### src/sv/jkv_pkg.sv
// shared constants, register indexes and the result record for the key/value extractor
// no dependencies
package jkv_pkg;

    localparam int NUM_PATTERNS    = 4;
    localparam int DEF_NUM_TOKENS  = 4;
    localparam int DEF_MAX_PATTERN = 8;
    localparam int DEF_MAX_VALUES  = 16;

    localparam int BYTE_W        = 8;
    localparam int PATTERN_W     = 64;
    localparam int LEN_W         = 4;
    localparam int LENGTHS_W     = 16;
    localparam int POS_W         = 3;
    localparam int COUNT_CFG_W   = 3;
    localparam int CFG_IDX_W     = 3;
    localparam int CFG_DATA_W    = 64;
    localparam int TOKEN_IDX_W   = 2;
    localparam int VALUE_IDX_W   = 4;
    localparam int ACT_W         = 4;

    localparam logic [CFG_IDX_W-1:0] REG_PATTERN_ZERO    = 3'd0;
    localparam logic [CFG_IDX_W-1:0] REG_PATTERN_ONE     = 3'd1;
    localparam logic [CFG_IDX_W-1:0] REG_PATTERN_TWO     = 3'd2;
    localparam logic [CFG_IDX_W-1:0] REG_PATTERN_THREE   = 3'd3;
    localparam logic [CFG_IDX_W-1:0] REG_PATTERN_LENGTHS = 3'd4;
    localparam logic [CFG_IDX_W-1:0] REG_TOKEN_COUNT     = 3'd5;

    localparam logic [BYTE_W-1:0] CHAR_QUOTE    = 8'h22;
    localparam logic [BYTE_W-1:0] CHAR_LBRACE   = 8'h7b;
    localparam logic [BYTE_W-1:0] CHAR_RBRACE   = 8'h7d;
    localparam logic [BYTE_W-1:0] CHAR_LBRACKET = 8'h5b;
    localparam logic [BYTE_W-1:0] CHAR_RBRACKET = 8'h5d;
    localparam logic [BYTE_W-1:0] CHAR_COMMA    = 8'h2c;

    typedef struct packed {
        logic [TOKEN_IDX_W-1:0] token_index;
        logic [VALUE_IDX_W-1:0] value_index;
        logic [BYTE_W-1:0]      data_byte;
        logic                   end_of_value;
        logic                   value_overflow;
    } jkv_result_t;

endpackage

### src/sv/json_key_value_extractor.sv
// top level of the key/value extractor: config registers, input register, matchers
// depends on jkv_pkg, jkv_match, jkv_value
//
// Takes one text byte per item and matches up to four configured key patterns in
// parallel; after a key completes, the next byte picks the closing delimiter and the
// value bytes come out one item each, followed by an end-of-value item. Throughput is
// one byte per clock while results are taken: all matchers compare against the input
// register in the same cycle and the priority logic writes the result register. An item
// that yields no result still passes through the input register, and a result waiting
// on m_ready holds the next byte in the input register. Configuration is written via
// cfg_wr_en / cfg_index / cfg_data; the user must write it only while idle, and the
// block itself does not enforce this.
module json_key_value_extractor import jkv_pkg::*; #(
    parameter int NUM_TOKENS  = DEF_NUM_TOKENS,
    parameter int MAX_PATTERN = DEF_MAX_PATTERN,
    parameter int MAX_VALUES  = DEF_MAX_VALUES
) (
    input  logic                   aclk,
    input  logic                   aresetn,
    input  logic                   cfg_wr_en,
    input  logic [CFG_IDX_W-1:0]   cfg_index,
    input  logic [CFG_DATA_W-1:0]  cfg_data,
    input  logic                   s_valid,
    output logic                   s_ready,
    input  logic [BYTE_W-1:0]      s_char_byte,
    output logic                   m_valid,
    input  logic                   m_ready,
    output logic [TOKEN_IDX_W-1:0] m_token_index,
    output logic [VALUE_IDX_W-1:0] m_value_index,
    output logic [BYTE_W-1:0]      m_data_byte,
    output logic                   m_end_of_value,
    output logic                   m_value_overflow
);

    logic [PATTERN_W-1:0]   pattern_reg [NUM_PATTERNS];
    logic [LENGTHS_W-1:0]   lengths_reg;
    logic [COUNT_CFG_W-1:0] token_count_reg;
    logic                   in_valid_reg;
    logic [BYTE_W-1:0]      in_byte_reg;
    logic                   fire;
    logic [NUM_TOKENS-1:0]  done;
    logic [NUM_TOKENS-1:0]  update;
    logic [PATTERN_W-1:0]   tok_pattern [NUM_TOKENS];
    logic [LEN_W-1:0]       tok_len [NUM_TOKENS];
    jkv_result_t            result;

    always_ff @(posedge aclk) begin
        if (!aresetn) begin
            for (int i = 0; i < NUM_PATTERNS; i++) begin
                pattern_reg[i] <= '0;
            end
            lengths_reg     <= '0;
            token_count_reg <= '0;
        end else if (cfg_wr_en) begin
            case (cfg_index)
                REG_PATTERN_ZERO:    pattern_reg[0]  <= cfg_data;
                REG_PATTERN_ONE:     pattern_reg[1]  <= cfg_data;
                REG_PATTERN_TWO:     pattern_reg[2]  <= cfg_data;
                REG_PATTERN_THREE:   pattern_reg[3]  <= cfg_data;
                REG_PATTERN_LENGTHS: lengths_reg     <= cfg_data[LENGTHS_W-1:0];
                REG_TOKEN_COUNT:     token_count_reg <= cfg_data[COUNT_CFG_W-1:0];
                default: begin
                end
            endcase
        end
    end

    assign fire    = in_valid_reg && (!m_valid || m_ready);
    assign s_ready = !in_valid_reg || fire;

    always_ff @(posedge aclk) begin
        if (!aresetn) begin
            in_valid_reg <= 1'b0;
        end else if (s_valid && s_ready) begin
            in_valid_reg <= 1'b1;
        end else if (fire) begin
            in_valid_reg <= 1'b0;
        end
    end

    always_ff @(posedge aclk) begin
        if (s_valid && s_ready) begin
            in_byte_reg <= s_char_byte;
        end
    end

    for (genvar g = 0; g < NUM_TOKENS; g++) begin : g_tok
        if (g < NUM_PATTERNS) begin : g_cfg
            assign tok_pattern[g] = pattern_reg[g];
            assign tok_len[g]     = lengths_reg[LEN_W*g +: LEN_W];
        end else begin : g_none
            assign tok_pattern[g] = '0;
            assign tok_len[g]     = '0;
        end

        jkv_match #(
            .MAX_PATTERN (MAX_PATTERN)
        ) u_match (
            .aclk      (aclk),
            .aresetn   (aresetn),
            .pattern   (tok_pattern[g]),
            .len_raw   (tok_len[g]),
            .char_byte (in_byte_reg),
            .update    (fire && update[g]),
            .done      (done[g])
        );
    end

    jkv_value #(
        .NUM_TOKENS (NUM_TOKENS),
        .MAX_VALUES (MAX_VALUES)
    ) u_value (
        .aclk        (aclk),
        .aresetn     (aresetn),
        .fire        (fire),
        .char_byte   (in_byte_reg),
        .token_count (token_count_reg),
        .done        (done),
        .update      (update),
        .m_ready     (m_ready),
        .m_valid     (m_valid),
        .m_result    (result)
    );

    assign m_token_index    = result.token_index;
    assign m_value_index    = result.value_index;
    assign m_data_byte      = result.data_byte;
    assign m_end_of_value   = result.end_of_value;
    assign m_value_overflow = result.value_overflow;

endmodule

### src/sv/jkv_match.sv
// match position tracker for one key pattern, naive restart on mismatch
// depends on jkv_pkg
module jkv_match import jkv_pkg::*; #(
    parameter int MAX_PATTERN = DEF_MAX_PATTERN
) (
    input  logic                 aclk,
    input  logic                 aresetn,
    input  logic [PATTERN_W-1:0] pattern,
    input  logic [LEN_W-1:0]     len_raw,
    input  logic [BYTE_W-1:0]    char_byte,
    input  logic                 update,
    output logic                 done
);

    logic [POS_W-1:0]  pos_reg;
    logic [POS_W-1:0]  pos_next;
    logic [LEN_W-1:0]  len;
    logic [BYTE_W-1:0] cur_byte;
    logic [BYTE_W-1:0] first_byte;
    logic              hit;

    always_comb begin
        len        = (len_raw > LEN_W'(MAX_PATTERN)) ? LEN_W'(MAX_PATTERN) : len_raw;
        cur_byte   = (LEN_W'(pos_reg) < len) ? pattern[{pos_reg, 3'b000} +: BYTE_W] : '0;
        first_byte = (len != '0) ? pattern[BYTE_W-1:0] : '0;
        hit        = (cur_byte == char_byte);
        done       = hit && ((LEN_W'(pos_reg) + LEN_W'(1)) == len);
        if (hit) begin
            pos_next = done ? '0 : pos_reg + POS_W'(1);
        end else begin
            pos_next = (first_byte == char_byte) ? POS_W'(1) : '0;
        end
    end

    always_ff @(posedge aclk) begin
        if (!aresetn) begin
            pos_reg <= '0;
        end else if (update) begin
            pos_reg <= pos_next;
        end
    end

endmodule

### src/sv/jkv_value.sv
// value capture control: token priority, delimiter choice, value counts, result register
// depends on jkv_pkg
module jkv_value import jkv_pkg::*; #(
    parameter int NUM_TOKENS = DEF_NUM_TOKENS,
    parameter int MAX_VALUES = DEF_MAX_VALUES
) (
    input  logic                   aclk,
    input  logic                   aresetn,
    input  logic                   fire,
    input  logic [BYTE_W-1:0]      char_byte,
    input  logic [COUNT_CFG_W-1:0] token_count,
    input  logic [NUM_TOKENS-1:0]  done,
    output logic [NUM_TOKENS-1:0]  update,
    input  logic                   m_ready,
    output logic                   m_valid,
    output jkv_result_t            m_result
);

    localparam int RW = (NUM_TOKENS > 1) ? $clog2(NUM_TOKENS) : 1;
    localparam int CW = $clog2(MAX_VALUES + 1);

    logic              rv_reg, rv_next;
    logic [RW-1:0]     rt_reg, rt_next;
    logic              dv_reg, dv_next;
    logic [BYTE_W-1:0] cd_reg, cd_next;
    logic [CW-1:0]     cnt_reg [NUM_TOKENS];
    logic              m_valid_reg;
    jkv_result_t       result_reg, result_next;

    logic [ACT_W-1:0]  act;
    logic              lower_done;
    logic              serve;
    logic              early;
    logic              emit;
    logic              eov;
    logic              over;
    logic              any_done;
    logic [RW-1:0]     new_rt;
    logic [BYTE_W-1:0] delim_sel;
    logic [BYTE_W-1:0] close_eff;
    logic [CW-1:0]     cnt_cur;

    always_comb begin
        case (char_byte)
            CHAR_QUOTE:    delim_sel = CHAR_QUOTE;
            CHAR_LBRACE:   delim_sel = CHAR_RBRACE;
            CHAR_LBRACKET: delim_sel = CHAR_RBRACKET;
            default:       delim_sel = CHAR_COMMA;
        endcase
    end

    always_comb begin
        act = (ACT_W'(token_count) > ACT_W'(NUM_TOKENS)) ? ACT_W'(NUM_TOKENS)
                                                          : ACT_W'(token_count);
        lower_done = 1'b0;
        for (int i = 0; i < NUM_TOKENS; i++) begin
            if (RW'(i) < rt_reg) begin
                lower_done = lower_done | done[i];
            end
        end
        serve     = rv_reg && (ACT_W'(rt_reg) < act) && !lower_done;
        early     = serve && !dv_reg && (delim_sel != CHAR_COMMA);
        emit      = serve && !early;
        close_eff = dv_reg ? cd_reg : CHAR_COMMA;
        eov       = (char_byte == close_eff);
        cnt_cur   = cnt_reg[rt_reg];
        over      = (cnt_cur >= CW'(MAX_VALUES));

        any_done = 1'b0;
        new_rt   = rt_reg;
        for (int i = 0; i < NUM_TOKENS; i++) begin
            update[i] = (ACT_W'(i) < act) && !(serve && (RW'(i) == rt_reg))
                        && !(early && (RW'(i) > rt_reg));
            if (update[i] && done[i]) begin
                any_done = 1'b1;
                new_rt   = RW'(i);
            end
        end

        rv_next = rv_reg;
        rt_next = rt_reg;
        dv_next = dv_reg;
        cd_next = cd_reg;
        if (serve && !dv_reg) begin
            cd_next = delim_sel;
        end
        if (any_done) begin
            rv_next = 1'b1;
            rt_next = new_rt;
            dv_next = emit ? !eov : dv_reg;
        end else if (early) begin
            dv_next = 1'b1;
        end else if (emit) begin
            rv_next = !eov;
            dv_next = !eov;
        end

        result_next.token_index    = TOKEN_IDX_W'(rt_reg);
        result_next.value_index    = over ? '0 : VALUE_IDX_W'(cnt_cur);
        result_next.data_byte      = eov ? '0 : char_byte;
        result_next.end_of_value   = eov;
        result_next.value_overflow = over;
    end

    always_ff @(posedge aclk) begin
        if (!aresetn) begin
            rv_reg      <= 1'b0;
            rt_reg      <= '0;
            dv_reg      <= 1'b0;
            cd_reg      <= '0;
            m_valid_reg <= 1'b0;
            for (int i = 0; i < NUM_TOKENS; i++) begin
                cnt_reg[i] <= '0;
            end
        end else begin
            if (fire) begin
                rv_reg <= rv_next;
                rt_reg <= rt_next;
                dv_reg <= dv_next;
                cd_reg <= cd_next;
                if (emit && eov && !over) begin
                    cnt_reg[rt_reg] <= cnt_cur + CW'(1);
                end
            end
            if (fire && emit) begin
                m_valid_reg <= 1'b1;
            end else if (m_ready) begin
                m_valid_reg <= 1'b0;
            end
        end
    end

    always_ff @(posedge aclk) begin
        if (fire && emit) begin
            result_reg <= result_next;
        end
    end

    assign m_valid  = m_valid_reg;
    assign m_result = result_reg;

`ifndef SYNTHESIS
    a_delim_needs_read: assert property (@(posedge aclk) disable iff (!aresetn)
        dv_reg |-> rv_reg)
        else $error("delimiter chosen with no value being read");

    a_result_from_fire: assert property (@(posedge aclk) disable iff (!aresetn)
        $rose(m_valid_reg) |-> $past(fire))
        else $error("result appeared without an item being processed");

    a_count_bounded: assert property (@(posedge aclk) disable iff (!aresetn)
        rv_reg |-> (cnt_reg[rt_reg] <= CW'(MAX_VALUES)))
        else $error("value count beyond saturation");

    a_no_fire_when_full: assert property (@(posedge aclk) disable iff (!aresetn)
        (m_valid_reg && !m_ready) |-> !fire)
        else $error("item processed while result register is blocked");
`endif

endmodule
### config.mk
export PLATFORM = sky130hd
export DESIGN_NAME = json_key_value_extractor
export DESIGN_NICKNAME = d
export VERILOG_FILES = /design/src/sv/jkv_pkg.sv /design/src/sv/json_key_value_extractor.sv /design/src/sv/jkv_match.sv /design/src/sv/jkv_value.sv
export SDC_FILE = /design/constraint.sdc
export NUM_CORES = 1
export LEC_CHECK = 0
export BUFFER_PORTS_ARGS = -buffer_cell sky130_fd_sc_hd__buf_4
export CELL_PAD_IN_SITES_DETAIL_PLACEMENT = 0
export CELL_PAD_IN_SITES_GLOBAL_PLACEMENT = 1
export CORE_MARGIN = 4
export CORE_UTILIZATION = 50
export CTS_CLUSTER_SIZE = 25
export DETAILED_ROUTE_END_ITERATION = 10
export HOLD_SLACK_MARGIN = 0.1
export PLACE_DENSITY = 0.78
export RECOVER_POWER = 50
export SLEW_MARGIN = 15
export SYNTH_ARGS = -nofsm -noshare
export SYNTH_HDL_FRONTEND = slang
export SYNTH_SLANG_ARGS = --single-unit
### constraint.sdc
create_clock -name aclk -period 9.3 [get_ports aclk]
set_input_delay 1.86 -clock aclk [delete_from_list [all_inputs] [get_ports aclk]]
set_output_delay 1.86 -clock aclk [all_outputs]
set_load 0.02 [all_outputs]
# After elaboration in Yosys (flattened, before gate mapping)

Memories as Yosys holds them, arrays and structs flattened. A register that Yosys moved wholly into a read port is not among the register bits.
Cells that the tools add are included.

Bits of input ports: 80
Output and inout bits: 18
Memories kept: 2
Latch bits: 0
Flip-flop bits (word level): 69
Logic and storage cells: 239
ROM bits: 0
RAM bits: 276

Memory list:

| memory          | depth | bits a word | read ports | clocked after Yosys merged registers in | write ports | line                           | source |
|---|---|---|---|---|---|---|---|
| pattern_reg     | 4     | 64          | 4          | 0                                       | 4           | json_key_value_extractor.sv:35 | `logic [PATTERN_W-1:0] pattern_reg [NUM_PATTERNS];` |
| u_value.cnt_reg | 4     | 5           | 1          | 1                                       | 4           | jkv_value.sv:26                | `logic [CW-1:0] cnt_reg [NUM_TOKENS];` |

Multiply operators: 0
Divide/modulo/power cells: 0
Magnitude comparators: 23
Reduce and logical (&&, ||, !) cells: 71
Shift operators: 4
Muxes and demuxes: 79
Bitwise gates (word level): 7
Eq/ne operators: 26
Add/sub/neg operators: 9

Operators by type and width:

| kind                  | number |
|---|---|
| $mux W64              | 4 |
| $shiftx A64 B7 Y8     | 4 |
| $eq A8 B8 Y1          | 9 |
| $mux W8               | 9 |
| $mux W1               | 44 |
| $logic_and A1 B1 Y1   | 38 |
| $mux W3               | 9 |
| $pmux W7 S3           | 1 |
| $reduce_bool A4 Y1    | 5 |
| $add A3 B1 Y4 const B | 4 |
| $eq A4 B4 Y1          | 4 |
| $eq A8 B7 Y1 const B  | 2 |
| $gt A4 B4 Y1 const B  | 4 |
| $lt A3 B4 Y1          | 4 |
| $mux W4               | 4 |
| $logic_not A1 Y1      | 15 |
| $mux W2               | 7 |
| $add A3 B1 Y3 const B | 4 |
| $eq A8 B6 Y1 const B  | 1 |
| $lt A1 B4 Y1 const A  | 2 |
| $lt A2 B4 Y1 const A  | 2 |
| $ne A7 B6 Y1 const B  | 1 |
| $or A1 B1 Y1          | 7 |
| $eq A3 B2 Y1 const B  | 2 |
| 21 further kinds      | 33 |

# Depth between registers and ports, before layout

Gate-level depths: netlist (run 1).

Depth in word-level cells: 28
Mapped depth: 18
Depth with buffers taken out: 12

# Cells and area by module

Synthesis (run 1) repeated with hierarchy kept, for this count alone.

Cell total of the unflattened synthesis: 1,549
Area, all modules: 18,308.8 um^2

By module, submodules not included:

| module                            | instances | cells an instance | area an instance (um^2) | sequential area each (um^2) |
|---|---|---|---|---|
| json_key_value_extractor          | 1         | 742               | 11,287.1                | 8,328.0 |
| jkv_match at g_tok[0].u_match ... | 3         | 152               | 1,174.9                 | 60.1 |
| jkv_value                         | 1         | 199               | 2,331.0                 | 1,301.2 |
| jkv_match at g_tok[1].u_match     | 1         | 152               | 1,166.1                 | 60.1 |

# Worst setup path after synthesis (run 1)

Ideal clock, no wire load.

Path type: input port to flip-flop
Start: input cfg_index[0]
End: memory pattern_reg[0][0], enable pin
Arrival time: 6.805 ns
Path buffers: 0
Setup time: 0.582 ns
Setup slack: 1.914 ns
Data required time: 8.718 ns
Stages on the path: 2
Cells stage by stage: nand2b_1 o31ai_1

RTL lines:

| item            | line                           | source |
|---|---|---|
| start, declared | json_key_value_extractor.sv:21 | `input logic [CFG_IDX_W-1:0] cfg_index,` |
| end, declared   | json_key_value_extractor.sv:35 |  |

==> impl_summary.txt, run 1 <==
----------------------------------------------------
[Status]
  Status ... finished with violations
  Violated checks ... max-capacitance violations, max-slew violations

[Clocking]
  Maximum level of the CTS H-tree ... 2
  Clock transition at the registers of the reported paths ... 0.06 ns
  Cts bufs inserted ... 38
  Post_cts resized ... 0
  CTS tree ... yes
  Num Clock Sinks ... about 340
  Number of buffers inserted to repair setup after CTS ... 0
  Hold-fix buffer count after cts ... 0
  Buffer depth of the longest clock path ... 3
  Clk_lat worst skew ... about 0.52 ns
  Master cell of the clock root buffer ... clkbuf_16

[Job]
  Max capacitance violation total ... 7

[STA]
  Post-route clock period utilization ... 65.0%
  Period minus WS final ... 6.04 ns
  Count of endpoints failing setup in the final report ... 0
  RSZ-0062 raised after global routing ... false
  Final Max Tran Viols ... 400
  Highest Clock Rate ... between 150 and 200 MHz
  Setup_tns ... 0 ns
  Final Hold Vio Count ... 0
  Relative slew slack ... -164%
  Clock tree skew after final layout ... between 0.02 and 0.025 ns
  Transition time of the tightest slew-check pin ... 3.96 ns

[Synthesis]
  Yosys top cell by area ... edfxtp_1
  Share of async-settable or async-resettable flops after synthesis ... 0%
  Syn Std Cell Area ... 17300 sq um
  Distinct cell type count after synthesis ... 70
  Post-synthesis share of cell area spent on full adders, half adders and majority gates ... around 1.3%
  Fraction of the mapped netlist area in simple logic gates ... between 10% and 20%
  Leading post-synthesis cells by cell area ... edfxtp_1 52%, and2_1 9.4%, mux2i_1 5.2%
  Number of warnings reported in the yosys synthesis log ... 0
  Synthesized instance count ... ~1400
  Share of synthesized area occupied by flip-flops and latches ... a little under three fifths
  Multiplexer area fraction after synthesis ... around a tenth
  Flip-flop cell with the highest count after synthesis ... edfxtp_1
  Xor and xnor fraction of the mapped netlist area ... 1.72%
  Syn Nets ... approximately 1500
  #FFs+latches synth ... between 300 and 400
  Combinational family with the most area after synthesis ... simple AND/OR/NAND/NOR gates
  Portion of synthesized cell area occupied by the leading cell type ... a little over half
  Complex-gate fraction of the synthesized area ... around 8.0%
  Post-synth EDFFs ... 300
  Synthesized area divided by synthesized cell count ... ~12 sq um

[Placed design]
  Final Wtd Congestion ... around 0.9
  Port buffer count ... 97
  Detailed placement HPWL ... ~32 mm

[Drt]
  Count of vias placed by the detailed router ... roughly 12000
  DRT Pass-1 Iters ... 5
  Post-detailed-route count of antenna-violating nets ... 0
  Detailed-route vias per instance ... between 5 and 6
  Total wire length ... between 40 and 50 mm
  Number of DRC violations after detailed routing ... 0
  Detail-routed net length per standard cell ... approximately 24 um
  Number of design-rule violations left by the first detailed-router iteration ... around 1100

[GRT]
  Via count of the first global-routing pass ... 11180
  Pin count of the biggest net entering global routing ... 65
  Overflow left after global routing ... 0
  Combined global-route utilization of all metal layers ... approximately a quarter
  Number of antenna violations at the first check in global routing ... 0
  First-pass GRT wire length ... around 71 mm

[Min path]
  End of the worst hold path ... lengths_reg[12]
  Min-delay worst type ... reg -> reg
  HP Start ... lengths_reg[12]
  Hold Crit Depth ... 2

[Floorplanning]
  Floorplan die width ... between 150 and 200 um
  Core area ... between 30000 and 40000 sq um
  Initial standard-cell utilization of the core ... between 50% and 60%
  Floorplan die area ... 37700 sq um
  Top-level port count ... about 100
  Die outline height ... 194 um
  Placement row count ... 67

[Setup path]
  Required time of the critical path ... about 9.7 ns
  Critical path class ... in -> reg
  FF-to-FF path depth ... 7
  Startpoint class of the critical path ... input pin
  Setup slack, reg-to-reg ... roughly 3.7 ns
  Setup crit end kind ... register
  Critical path fanouts, max ... 64
  CP arrival ... roughly 6.4 ns
  Capture point of the worst reg-to-reg path ... u_value.cnt_reg[2][1]
  Start of the worst register-to-register path ... in_byte_reg[5]

[Power]
  Peak supply drop ... about 0.14 mV
  Leakage power of the design ... approximately 6.6 nW
  Total power divided by cell area ... between 150 and 200 nW/um^2

[Cells and area]
  Fraction of final layout cells with drive strength greater than 1 ... 12.7%
  Most common library cell in the layout ignoring fill and taps ... edfxtp_1
  Most frequent cells in the layout ... 300 x edfxtp_1, 259 x and2_1, 90 x mux2i_1
  Max FFs per register ... 256
  Final design utilization ... 57.5%
  Antenna diode count ... 0
  Net count of the finished layout ... between 1500 and 2000
  Area overhead of the layout relative to synthesis ... 12.4%

----------------------------------------------------
[worst max-delay path: stages]
cell and delay (ns):
clkbuf_1 0.94, inv_1 1.03, nor4_1 0.48, clkbuf_1 1.68, and2_1 0.31
[routing by layer]
metal / vias to the layer above / global-route usage [%] / share of wire (%)
li1: 5402 / - / -
met1: 5762 / 34.7 / 43
met2: 407 / 40.2 / 47
met3: 72 / 4.12 / 6.7
met4: 0 / 6.93 / 3.0
met5: - / 0 / 0
[how the worst max path moves through the flow]
stage                                       end  slack [ns]                        start  cells past startpoint
final                        pattern_reg[0][61]        3.26                      aresetn                      5
after detailed placement  u_value.cnt_reg[2][2]        4.49  g_tok[0].u_match.pos_reg[0]                     13
after global placement    u_value.cnt_reg[0][1]        4.66  g_tok[0].u_match.pos_reg[0]                     13
after CTS                 u_value.cnt_reg[2][2]        4.47  g_tok[0].u_match.pos_reg[0]                     13
after floorplan               pattern_reg[0][0]        1.91                 cfg_index[0]                      2
after global routing         pattern_reg[0][58]        2.85                      aresetn                      5
[cells by family after synthesis]
family / Yosys count
AO/OA/AOI/OAI: 212
AND/OR/NAND/NOR: 581
multiplexers: 130
XOR/XNOR: 34
buffers and inverters: 108
flip-flops: 343
adder cells (fa/ha/maj): 18
[power breakdown]
group	internal (mW)	switching [mW]
logic	0.0995	0.167
registers	1.76	0.0403
clock network	0.822	0.591
[cell usage after synthesis (all sizes together), types with 2 or more instances]
library cell  number
dfxtp             43
o21a               7
and3               5
nand2             78
a31oi             21
xnor2             23
a22oi             21
and4               2
a21oi             34
edfxtp           300
nor3              13
o21ai             59
or2                5
nand4bb            2
o31ai              3
buf               26
mux2               7
a21boi             2
mux4              33
and2             260
nand3             13
nor4bb            12
or3               14
nand2b            22
o22ai             10
nand4             13
nor4b              2
mux2i             90
o32ai              3
a211oi            11
clkbuf            62
inv               19
a21o               3
o31a               7
nor4              26
o211ai             4
a32o               2
nor2b             35
nor3b              4
a22o              15
ha                18
xor2              11
nor2              71
[metrics by stage]
step	setup slack, ns	power, mW	instances	hold WS, ns	cell area (sq um)
global placement	4.66	2.09	1908	0.458	18500
detailed placement	4.49	2.10	1908	0.470	18500
finish	3.26	3.48	1973	0.477	19500
CTS	4.47	3.50	1973	0.478	19600
global route	2.85	3.60	1973	0.504	19500
floorplan	1.91	1.98	1426	0.445	17300
[final cells by class]
| type | count | area, sq um |
|---|---|---|
| fillers | 2912 | 14400 |
| flip-flops and latches | 343 | 9870 |
| multi-input cells | 975 | 7020 |
| clock buffers | 51 | 1020 |
| repair buffers | 122 | 800 |
| well taps | 448 | 561 |
| clock inverters | 14 | 115 |
| inverters | 20 | 75.1 |
No activity file was read; power rests on OpenSTA's default activity.
==> run 2: changes to the inputs <==
--- a/config.mk
+++ b/config.mk
@@ -5,15 +5,16 @@
 export SDC_FILE = /design/constraint.sdc
 export NUM_CORES = 1
 export LEC_CHECK = 0
+export ABC_AREA = 1
 export BUFFER_PORTS_ARGS = -buffer_cell sky130_fd_sc_hd__buf_4
 export CELL_PAD_IN_SITES_DETAIL_PLACEMENT = 0
 export CELL_PAD_IN_SITES_GLOBAL_PLACEMENT = 1
 export CORE_MARGIN = 4
-export CORE_UTILIZATION = 50
+export CORE_UTILIZATION = 43
 export CTS_CLUSTER_SIZE = 25
 export DETAILED_ROUTE_END_ITERATION = 10
 export HOLD_SLACK_MARGIN = 0.1
-export PLACE_DENSITY = 0.78
+export PLACE_DENSITY = 0.75
 export RECOVER_POWER = 50
 export SLEW_MARGIN = 15
 export SYNTH_ARGS = -nofsm -noshare
==> constraint.sdc (replaced) <==
create_clock -name aclk -period 5.14 [get_ports aclk]
set_input_delay 1.028 -clock aclk [delete_from_list [all_inputs] [get_ports aclk]]
set_output_delay 1.028 -clock aclk [all_outputs]
set_load 0.02 [all_outputs]
==> impl_summary.txt, run 2 <==
----------------------------------------------------
[Setup path]
  Worst Setup EP ... u_value.cnt_reg[0][1]
  Critical path fanouts, max ... 47 (-27%)
  Start of the worst register-to-register path ... g_tok[2].u_match.pos_reg[2]
  Startpoint class of the critical path ... input pin
  CP arrival ... 4.39 ns (-2.03 ns)
  Required time of the critical path ... 5.36 ns (-4.32 ns)
  FF-to-FF path depth ... 18 (+11)
  Worst setup path start ... aresetn
  Capture point of the worst reg-to-reg path ... u_value.cnt_reg[3][2]
  Setup slack, reg-to-reg ... 1.43 ns (-2.27 ns)
  Critical path class ... in -> reg
  Setup crit end kind ... register

[Drt]
  Total wire length ... 55.3 mm (+17%)
  Number of DRC violations after detailed routing ... 0 (unchanged)
  Detail-routed net length per standard cell ... 21.7 um (-9.8%)
  Number of design-rule violations left by the first detailed-router iteration ... 1300 (+13%)
  Detailed-route vias per instance ... 5.37 (-9.0%)
  Post-detailed-route count of antenna-violating nets ... 0 (unchanged)
  Count of vias placed by the detailed router ... 13706 (+18%)
  DRT Pass-1 Iters ... 5 (unchanged)

[Clocking]
  Number of buffers inserted to repair setup after CTS ... 0 (unchanged)
  Hold-fix buffer count after cts ... 0 (unchanged)
  Post_cts resized ... 0 (unchanged)
  Clk_lat worst skew ... 0.58 ns (+0.06 ns)
  CTS tree ... yes
  Buffer depth of the longest clock path ... 3 (unchanged)
  Maximum level of the CTS H-tree ... 2 (unchanged)
  Num Clock Sinks ... 343 (unchanged)
  Clock transition at the registers of the reported paths ... 0.06 ns (about the same)
  Cts bufs inserted ... 39 (+2.6%)
  Master cell of the clock root buffer ... clkbuf_16

[Synthesis]
  #FFs+latches synth ... 343 (unchanged)
  Post-synth EDFFs ... 300 (unchanged)
  Synthesized area divided by synthesized cell count ... 8.96 sq um (-26%)
  Syn Nets ... 2020 (+33%)
  Number of warnings reported in the yosys synthesis log ... 0 (unchanged)
  Share of async-settable or async-resettable flops after synthesis ... 0% (unchanged)
  Portion of synthesized cell area occupied by the leading cell type ... 52.3% (+0.29 points)
  Yosys top cell by area ... edfxtp_1
  Library cell with the highest instance count after synthesis ... nor2_1
  Syn Std Cell Area ... 17200 sq um (-0.56%)
  Synthesized instance count ... 1922 (+35%)
  Commonest cells in the synthesized netlist ... 479 x nor2_1, 300 x edfxtp_1, 297 x nand2_1
  Share of synthesized area occupied by flip-flops and latches ... 57.3% (+0.32 points)
  Flip-flop cell with the highest count after synthesis ... edfxtp_1
  Leading post-synthesis cells by cell area ... edfxtp_1 52%, nor2_1 10%, nand2_1 6.5%
  Distinct cell type count after synthesis ... 43 (-39%)

[Cells and area]
  Sequential cell area ... 9870 sq um (about the same)
  Area overhead of the layout relative to synthesis ... 13.7%
  Antenna diode count ... 0 (unchanged)
  Area occupied by multi-input gates ... 6120 sq um (-13%)
  Layout filler cell count ... 3776 (+30%)
  Net count of the finished layout ... 2095 (+31%)
  Max FFs per register ... 256 (unchanged)
  Most common library cell in the layout ignoring fill and taps ... nor2_1
  Most frequent cells in the layout ... 479 x nor2_1, 300 x edfxtp_1, 294 x nand2_1
  Fraction of final layout cells with drive strength greater than 1 ... 10.8% (-1.9 points)

[STA]
  Period minus WS final ... approximately 4.2 ns
  Count of endpoints failing setup in the final report ... 0 (unchanged)
  Transition time of the tightest slew-check pin ... 2.39 ns (-1.58 ns)
  Post-route clock period utilization ... 81.0%
  Setup_tns ... 0 ns (unchanged)
  Final Max Tran Viols ... 48 (-88%)
  Final Hold Vio Count ... 0 (unchanged)
  RSZ-0062 raised after global routing ... false
  Clock tree skew after final layout ... 0.0239 ns (+0.00266 ns)
  Relative slew slack ... -59.3% (+110 points)
  Worst hold slack ... 0.476 ns (-0.00168 ns)
  Highest Clock Rate ... 240 MHz

[GRT]
  Overflow left after global routing ... 0 (unchanged)
  Combined global-route utilization of all metal layers ... 24.9% (+0.24 points)
  Number of antenna violations at the first check in global routing ... 0 (unchanged)
  First-pass GRT wire length ... 81.7 mm (+15%)
  Pin count of the biggest net entering global routing ... 65 (unchanged)
  Via count of the first global-routing pass ... 13012 (+16%)

[Power]
  Tot Pwr ... 6.73 mW (+93%)
  Peak supply drop ... 0.255 mV (+81%)
  Leakage power of the design ... 8.01 nW (+21%)
  Total power divided by cell area ... 344 nW/um^2 (+92%)

[Floorplanning]
  Floorplan die area ... 43300 sq um (+15%)
  Top-level port count ... 98 (unchanged)
  Initial standard-cell utilization of the core ... 43.4% (-7.7 points)
  Die outline height ... 208 um (+7.2%)
  Floorplan die width ... 208 um (+7.2%)
  Core area ... 39600 sq um (+17%)
  Placement row count ... 73 (+9.0%)

[Status]
  Status ... finished with violations
  Violated checks ... max-capacitance violations, max-slew violations

[Min path]
  Min-delay worst type ... reg -> reg

[Placed design]
  Final Wtd Congestion ... 0.896 (-0.26%)
  Port buffer count ... 97 (unchanged)
  Detailed placement HPWL ... 38.5 mm (+19%)

[Job]
  Max capacitance violation total ... 1 (-6)

----------------------------------------------------
[run 2: changes by cell type in the layout (fill, tap and decap cells not counted), sizes merged, moves of 41 or more]
cell,previous run,this run
nand2,78,301
inv,20,204
o21ai,59,101
and2,260,0
mux2i,90,0
xor2,11,52
nand3,13,141
nor2,71,487
[run 2: layout make-up]
class | instances | area share (%)
repair buffers | 122 | 4.24
clock inverters | 24 | 1.41
well taps | 525 | 3.35
flip-flops and latches | 343 | 50.4
clock buffers | 47 | 5.24
inverters | 211 | 4.07
multi-input cells | 1280 | 31.3
[run 2: cell families (layout without fill, tap and decap cells)]
logic type | after synthesis | after routing | synth area share (%)
adders and majority gates | 18 | 18 | 1.31
and+or+nand+nor | 1021 | 1021 | 25.0
DFF | 343 | 343 | 57.3
xor gates and xnor gates | 56 | 56 | 2.85
buffers and inverters | 299 | 404 | 7.27
AOI/OAI and AO/OA | 185 | 185 | 6.21
[run 2: per-layer routing]
| layer | share of wire, % | up-vias | track usage [%] |
|---|---|---|---|
| met3 | 7.3 | 114 | 4.21 |
| li1 | - | 6497 | - |
| met1 | 42 | 6517 | 33.9 |
| met5 | 0 | - | 0 |
| met2 | 46 | 578 | 39.9 |
| met4 | 4.3 | 0 | 10.4 |
[run 2: power breakdown]
| part | leakage (nW) | switching (mW) | internal (mW) | total, mW |
|---|---|---|---|---|
| clock | 0.639 | 1.19 | 1.69 | 2.88 |
| combinational | 4.11 | 0.424 | 0.179 | 0.603 |
| sequential | 3.26 | 0.0630 | 3.18 | 3.25 |
| total | 8.01 | 1.68 | 5.05 | 6.73 |
[run 2: how the worst min path moves through the flow]
stage | slack [ns] | depth (start not counted) | start | to
after global placement | 0.46 | 2 | u_value.cd_reg[4] | u_value.cd_reg[4]
after CTS | 0.47 | 2 | u_value.rv_reg | u_value.rv_reg
final | 0.48 | 2 | lengths_reg[12] | lengths_reg[12]
after global routing | 0.49 | 2 | u_value.rv_reg | u_value.rv_reg
after floorplan | 0.42 | 2 | u_value.rv_reg | u_value.rv_reg
after detailed placement | 0.46 | 2 | u_value.rv_reg | u_value.rv_reg
[run 2: worst max-delay path, stage by stage]
cell and delay [ns]:
clkbuf_1 1.66, inv_1 0.92, nor2_8 0.37, nand2_1 0.16, nand2_1 0.22
[run 2: metrics by stage]
step	setup WS, ns	utilization, %	std cells	cell area (sq um)
floorplan	1.78	-	1922	17200
global placement	1.56	46.3	2481	18400
detailed placement	1.46	46.3	2481	18400
CTS	1.44	49.6	2552	19700
global route	0.720	49.4	2552	19600
finish	0.976	49.4	2552	19600
